[config.mk]
export PLATFORM = sky130hd
export DESIGN_NAME = tccs_cursor
export DESIGN_NICKNAME = d
export VERILOG_FILES = /design/src/hw/rtl/tccs_pkg.sv /design/src/hw/rtl/tccs_cursor.sv
export SDC_FILE = /design/constraint.sdc
export NUM_CORES = 1
export LEC_CHECK = 0
export BUFFER_PORTS_ARGS = -buffer_cell sky130_fd_sc_hd__buf_4
export CAP_MARGIN = 20
export CORE_MARGIN = 2
export CORE_UTILIZATION = 59
export DETAILED_ROUTE_END_ITERATION = 7
export PLACE_DENSITY = 0.89
export SLEW_MARGIN = 20
export SYNTH_ARGS = -nofsm -noshare
export SYNTH_HDL_FRONTEND = slang
export SYNTH_SLANG_ARGS = --single-unit
[constraint.sdc]
create_clock -name vclk -period 6.9
set_input_delay 1.38 -clock vclk [all_inputs]
set_output_delay 1.38 -clock vclk [all_outputs]
set_load 0.005 [all_outputs]
[src/hw/rtl/tccs_pkg.sv]
// ----------------------------------------------------------------------------
// tccs_pkg: shared constants and types for the text console
// Screen geometry, field widths, mode and control codes, cursor update struct.
// ----------------------------------------------------------------------------
package tccs_pkg;

  // screen geometry
  localparam int COLUMNS    = 80;
  localparam int ROWS       = 25;
  localparam int TAB_WIDTH  = 8;
  localparam int CELL_COUNT = COLUMNS * ROWS;

  // internal widths
  localparam int COL_W  = $clog2(COLUMNS);
  localparam int ROW_W  = (ROWS > 2) ? $clog2(ROWS) : 1;
  localparam int PH_W   = $clog2(TAB_WIDTH);
  localparam int CELL_W = $clog2(CELL_COUNT);
  localparam int NXT_W  = $clog2(COLUMNS + TAB_WIDTH);

  // port field widths
  localparam int MODE_W      = 2;
  localparam int CODE_W      = 8;
  localparam int INDEX_W     = 11;
  localparam int POS_W       = 11;
  localparam int ROW_OUT_W   = 5;
  localparam int COL_OUT_W   = 7;
  localparam int CELL_DATA_W = 16;
  localparam int COLOUR_W    = 4;
  localparam int CFG_INDEX_W = 1;

  // request modes
  localparam logic [MODE_W-1:0] MODE_PUT   = 2'd0;
  localparam logic [MODE_W-1:0] MODE_CLEAR = 2'd1;
  localparam logic [MODE_W-1:0] MODE_READ  = 2'd2;

  // register indexes
  localparam logic [CFG_INDEX_W-1:0] REG_BACK_COLOUR = 1'b0;
  localparam logic [CFG_INDEX_W-1:0] REG_FORE_COLOUR = 1'b1;

  localparam logic [COLOUR_W-1:0] BACK_RESET = 4'h0;
  localparam logic [COLOUR_W-1:0] FORE_RESET = 4'hF;

  // character codes
  localparam logic [CODE_W-1:0] CHAR_BS       = 8'h08;
  localparam logic [CODE_W-1:0] CHAR_TAB      = 8'h09;
  localparam logic [CODE_W-1:0] CHAR_LF       = 8'h0A;
  localparam logic [CODE_W-1:0] CHAR_CR       = 8'h0D;
  localparam logic [CODE_W-1:0] CHAR_PRINT_LO = 8'h20;
  localparam logic [CODE_W-1:0] CHAR_PRINT_HI = 8'h7F;

  localparam logic [CELL_DATA_W-1:0] BLANK_CELL = 16'h0F20;

  typedef struct packed {
    logic [COL_W-1:0] column;
    logic [ROW_W-1:0] row;
    logic [PH_W-1:0]  phase;
    logic             store;
    logic             scroll;
  } cursor_upd_t;

endpackage

[src/hw/rtl/tccs_cursor.sv]
// ----------------------------------------------------------------------------
// tccs_cursor: cursor update for one put request
// Decodes the character and gives the next cursor, store and scroll flags.
// ----------------------------------------------------------------------------
module tccs_cursor
  import tccs_pkg::*;
(
  input  logic [CODE_W-1:0] code,
  input  logic [COL_W-1:0]  column,
  input  logic [ROW_W-1:0]  row,
  input  logic [PH_W-1:0]   phase,
  output cursor_upd_t       upd
);

  logic [NXT_W-1:0] col_ext;
  logic [NXT_W-1:0] nxt;
  logic [ROW_W:0]   row_inc;
  logic             adv;
  logic             new_row;

  always_comb begin
    col_ext    = NXT_W'(column);
    nxt        = col_ext + 1'b1;
    row_inc    = {1'b0, row} + 1'b1;
    adv        = 1'b0;
    new_row    = 1'b0;
    upd.column = column;
    upd.row    = row;
    upd.phase  = phase;
    upd.store  = 1'b0;
    upd.scroll = 1'b0;

    case (code)
      CHAR_BS: begin
        if (column != '0) begin
          upd.column = column - 1'b1;
          upd.phase  = (phase == '0) ? PH_W'(TAB_WIDTH - 1) : phase - 1'b1;
        end
      end
      CHAR_TAB: begin
        // phase tracks column modulo the tab width
        nxt       = col_ext + NXT_W'(TAB_WIDTH) - NXT_W'(phase);
        adv       = 1'b1;
        upd.phase = '0;
      end
      CHAR_CR: begin
        upd.column = '0;
        upd.phase  = '0;
      end
      CHAR_LF: begin
        upd.column = '0;
        upd.phase  = '0;
        new_row    = 1'b1;
      end
      default: begin
        if (code inside {[CHAR_PRINT_LO:CHAR_PRINT_HI]}) begin
          upd.store = 1'b1;
          adv       = 1'b1;
          upd.phase = (phase == PH_W'(TAB_WIDTH - 1)) ? '0 : phase + 1'b1;
        end
      end
    endcase

    if (adv) begin
      if (nxt >= NXT_W'(COLUMNS)) begin
        upd.column = '0;
        upd.phase  = '0;
        new_row    = 1'b1;
      end else begin
        upd.column = COL_W'(nxt);
      end
    end

    if (new_row) begin
      // past the last row: stay there and scroll
      if (row_inc == (ROW_W+1)'(ROWS)) begin
        upd.row    = ROW_W'(ROWS - 1);
        upd.scroll = 1'b1;
      end else begin
        upd.row = ROW_W'(row_inc);
      end
    end
  end

endmodule

==> key figures, run 1 <==
Floorplanning
  • Die ar.: 0.00248 mm2
  • Site Rows: 16
  • Die width: 49.8 um
  • Vert. Die Dim: 49.8 um
  • I/O pins: 40
  • Core box area: 0.00196 mm2
  • Initial core utilization: 63.1%

Finish
  • Core Util, Final: 78.6%
  • Sequential cell area: 0 um2
  • Fin area: 0.00154 mm2
  • Ant diodes: 0
  • Final #Nets: ~260
  • Number of sequential cells: 0
  • Synth-to-layout area growth: 24.4%
  • Share of cells above drive strength 1: 23.4%
  • Clkbuf count: 0

Route
  • Residual DRC count: 0
  • Antenna Violating Nets Remaining: 0
  • Total vias in the final route: about 1,600
  • Initial DRC Count: 70
  • Wire length per cell: 16.2 um
  • Post-DR vias/cell: 6.56
  • DRT Wirelength: around 3.9 mm
  • First drt pass iteration count: 5

STA
  • Unrepaired setup endpoints after global routing: no
  • Final setup viols: 0
  • Highest Clock Rate: 183 MHz
  • Slew HR: a little over three fifths
  • Final period util: 79.3%
  • Final slew viol count: 0
  • Fin. Hold Viols: 0
  • Worst-Margin Slew: approximately 0.55 ns
  • Setup_tns: 0 ns
  • Minimum clock period: between 5 and 6 ns

Setup path
  • Data required time of the worst path: 5.52 ns
  • Critical path fanouts, max: 7
  • Critical Path Source: phase[2]
  • Crit Path Class: in -> out
  • CP Capture Type: output pin
  • CP arrival: 4.09 ns
  • Worst setup SP type: primary input

Run
  • Max-Cap Viols: 0

Synthesis
  • YS warnings: 0
  • Post-synth top area cell: ha_1
  • Syn Inst Count: 179
  • Register area share after synthesis: 0%
  • Cell area after technology mapping: 0.00124 mm2
  • Post-synth top area share: 18.2%
  • Distinct cells, synth: between 50 and 60
  • Syn Area/Cell: 6.92 um2
  • Largest cells by area after synthesis: ha_1 18%, a21oi_1 7.3%, o21ai_0 6.1%
  • Syn_nets: 221
  • Top cells by instance count after synthesis: 18 x a21oi_1, 18 x ha_1, 16 x nand2_1

Clock tree
  • Post-CTS setup buffers: 0
  • Post_cts resized: 0
  • Hold-fix buffer count after cts: 0

Worst hold path
  • Worst hold path type: in -> out
  • Hold_sp: row[1]
  • Hold Path Stages: 3

Global route
  • Antenna violations before repair: 0
  • Largest net degree at the start of global routing: 13
  • Number of global-route vias before repair: 1,533
  • All-Layer GR Usage: about a third
  • Global-route wire length before repair: 6.53 mm
  • Total congestion overflow: 0

Pwr
  • Total power draw: 0.0915 mW
  • VDD IR-drop max: around 43 uV
  • Cell area power density: 59.4 mW/mm2
  • Leak pwr: about 0.7 nW

Placed design
  • Routability cong.: 0.855
  • Placed inst area: 0.00154 mm2
  • Hpwl dp: 3.12 mm
  • Port buffer count: 40

Status
  • Status: completed
kinds of logic after synthesis:
| family | Yosys count | share of synthesized area, % |
|---|---|---|
| AOI/OAI and AO/OA | 63 | 33.7 |
| xor gates and xnor gates | 5 | 3.54 |
| adders and majority gates | 19 | 19.8 |
| buffers and inverters | 18 | 6.46 |
| muxes | 3 | 2.83 |
| and+or+nand+nor | 71 | 33.6 |
metrics by stage:
stage	setup slack, ns	hold WS (ns)	cells
finish	1.43	3.10	241
global route	1.29	3.12	241
CTS	1.45	3.11	241
detailed placement	1.46	3.11	241
global placement	1.53	3.10	241
floorplan	1.88	2.88	179
metal layers:
layer / share of wire, % / vias up / GRT usage [%] / wire length (um)
met4: 1.2 / 0 / 6.48 / 45
met2: 51 / 93 / 58.9 / 1990
met3: 9.0 / 7 / 1.82 / 353
met5: 0 / - / 0 / 0
li1: - / 751 / - / -
met1: 39 / 729 / 41.3 / 1510
power breakdown:
group	internal, mW	switching, mW	leakage [nW]
Sequential	0	0	0
Combinational	0.0435	0.0480	0.719
Clock	0	0	0
Total	0.0435	0.0480	0.719
worst max-delay path, stage by stage:
cell and delay, ns:
buf_4 0.13, inv_1 0.11, ha_1 0.28, ha_1 0.32, a211o_1 0.30, a311oi_1 0.34, mux2i_1 0.26, nor2_1 0.15
o31a_4 0.39, mux2_4 0.30, buf_4 0.13
final cells by class:
| cell class | count | area, um2 |
|---|---|---|
| multi-input cells | 161 | 1160 |
| repair buffers | 40 | 300 |
| inverters | 13 | 48.8 |
| fillers | 164 | 420 |
| well taps | 27 | 33.8 |
path summary, 6_finish.rpt:
path / end / slack (ns)
max: upd[6] / 1.43
min: upd[6] / 3.10
cell usage in the layout, fill, tap and decap left out, types with 2 or more instances in the layout:
cell      count
a211oi_1      2
a21oi_1      18
a22oi_1       2
a311oi_1      2
and2_1        2
and3_1        4
buf_4        40
ha_1         18
inv_1        12
mux2i_1       2
nand2_1      16
nand3_1       7
nand3b_1      3
nand4b_1      2
nor2_1       15
nor3_1        3
nor3b_1       2
nor4_1        2
nor4b_4       2
o21a_1        3
o21ai_0      15
o22ai_1       6
o41ai_1       2
or2_2         3
or3_1         2
xor2_1        4
(Power assumes the default switching activity.)
==> inputs of run 2 (changes only) <==
Settings changed: CORE_UTILIZATION 59 to 55, PLACE_DENSITY 0.89 to 0.84.
Clock period 6.9 ns to 5.6 ns, I/O delays scaled along.
==> run 2 against run 1 <==
Combinational power increased by 21%. Utilization decreased by 7.5 points. Die area increased by 6.7%. Critical path type unchanged. Critical endpoint unchanged. Largest cell class unchanged. Largest power group unchanged. Highest routed layer unchanged.
==> key figures, run 2 (synthesis results as in run 1) <==
Status
  • Status: completed

Finish
  • Fill cell total of the finished layout: 192
  • Core Util, Final: 71.1%
  • Share of cells above drive strength 1: 23.4%
  • Commonest non-fill, non-tap cells in the layout: 40 x buf_4, 18 x a21oi_1, 18 x ha_1
  • Sequential cell area: 0 um2
  • Fin area: 0.00154 mm2
  • Ant diodes: 0
  • Synth-to-layout area growth: 24.5%
  • Clkbuf count: 0
  • Area of the multi-input gates: 0.00116 mm2
  • Layout Cells excl Fill: 242
  • Commonest non-fill, non-tap cell in the layout: buf_4
  • Final #Nets: 258
  • Number of sequential cells: 0

Floorplanning
  • Die ar.: roughly 0.0026 mm2
  • I/O pins: 40
  • Die width: a little over 50 um
  • Core box area: 0.00217 mm2
  • Site Rows: 17
  • Vert. Die Dim: 51.5 um
  • Initial core utilization: between 50% and 60%

Setup path
  • CP arrival: between 3 and 4 ns
  • CP max stage cell: o31a_4
  • Crit path largest cell delay: 0.39 ns
  • CP Capture Type: output pin
  • Critical path fanouts, max: 7
  • Crit Path Class: in -> out
  • Data required time of the worst path: 4.48 ns
  • Critical-path cell list: buf_4 -> inv_1 -> ha_1 -> ha_1 -> a211o_1 -> a311oi_1 -> mux2i_1 -> nor2_1 -> o31a_4 -> mux2_4 -> buf_4
  • Worst setup SP type: primary input

Global route
  • Global-route wire length before repair: between 6 and 7 mm
  • Largest net degree at the start of global routing: 13
  • Antenna violations before repair: 0
  • All-Layer GR Usage: 29.8%
  • Number of global-route vias before repair: 1,465
  • Total congestion overflow: 0

Route
  • Residual DRC count: 0
  • Antenna Violating Nets Remaining: 0
  • Wire length per cell: 15.7 um
  • DRT Wirelength: roughly 3.8 mm
  • Initial DRC Count: 37
  • Total vias in the final route: 1,517
  • Post-DR vias/cell: ~6.3
  • First drt pass iteration count: 4

Worst hold path
  • Worst Hold Path EP: upd[6]
  • Worst hold path type: in -> out
  • Hold Path Stages: 3
  • Hold_sp: row[1]

STA
  • Final Hold Slack: 2.59 ns
  • Final slew viol count: 0
  • Final period util: 88.5%
  • Setup_tns: 0 ns
  • PnR worst setup slack: around 0.65 ns
  • Slew HR: 59.7%
  • Final setup viols: 0
  • Minimum clock period: 4.95 ns
  • Highest Clock Rate: 202 MHz
  • Fin. Hold Viols: 0
  • Unrepaired setup endpoints after global routing: no
  • Worst-Margin Slew: 0.603 ns

Pwr
  • Leak pwr: 0.719 nW
  • Total power draw: 0.111 mW
  • VDD IR-drop max: ~50 uV
  • Cell area power density: 72.2 mW/mm2

Placed design
  • Port buffer count: 40
  • Routability cong.: ~0.89
  • Placed inst area: 0.00154 mm2
  • Place WS: around 0.64 ns
  • Hpwl dp: 3.04 mm
  • Post-Place Cells: roughly 240

Clock tree
  • Post-CTS setup buffers: 0
  • Post_cts resized: 0
  • Hold-fix buffer count after cts: 0

Run
  • Max-Cap Viols: 0
run 2: area by class of cell:
type	count	share of cell area [%]
timing repair buffer	40	19.5
inverter	13	3.16
multi-input combinational	161	75.1
tap	28	2.27
run 2: worst max-delay path, delay by kind of cell:
family / cells / cell delay, ns
adders and majority gates: 2 / 0.59
AOI/OAI and AO/OA: 3 / 1.04
and+or+nand+nor: 1 / 0.16
muxes: 2 / 0.57
buffers and inverters: 3 / 0.35
run 2: worst max path at each step:
stage                     startpoint      to  cells after the start
after floorplan             phase[2]  upd[6]                      9
after global placement     column[2]  upd[6]                     10
after detailed placement    phase[2]  upd[6]                     11
after CTS                   phase[2]  upd[6]                     11
after global routing        phase[2]  upd[6]                     11
final                       phase[2]  upd[6]                     11
run 2: per-layer routing:
layer,GRT usage [%],wire [um],vias up
met3,1.17,179,5
met1,38.9,1630,710
li1,-,-,753
met2,54.7,1950,49
met4,4.39,40,0
met5,0,0,-
run 2: report_power, final:
group	switching [mW]	internal, mW	leakage, nW	total, mW
combinational	0.0580	0.0533	0.719	0.111
sequential	0	0	0	0
clock	0	0	0	0
total	0.0580	0.0533	0.719	0.111
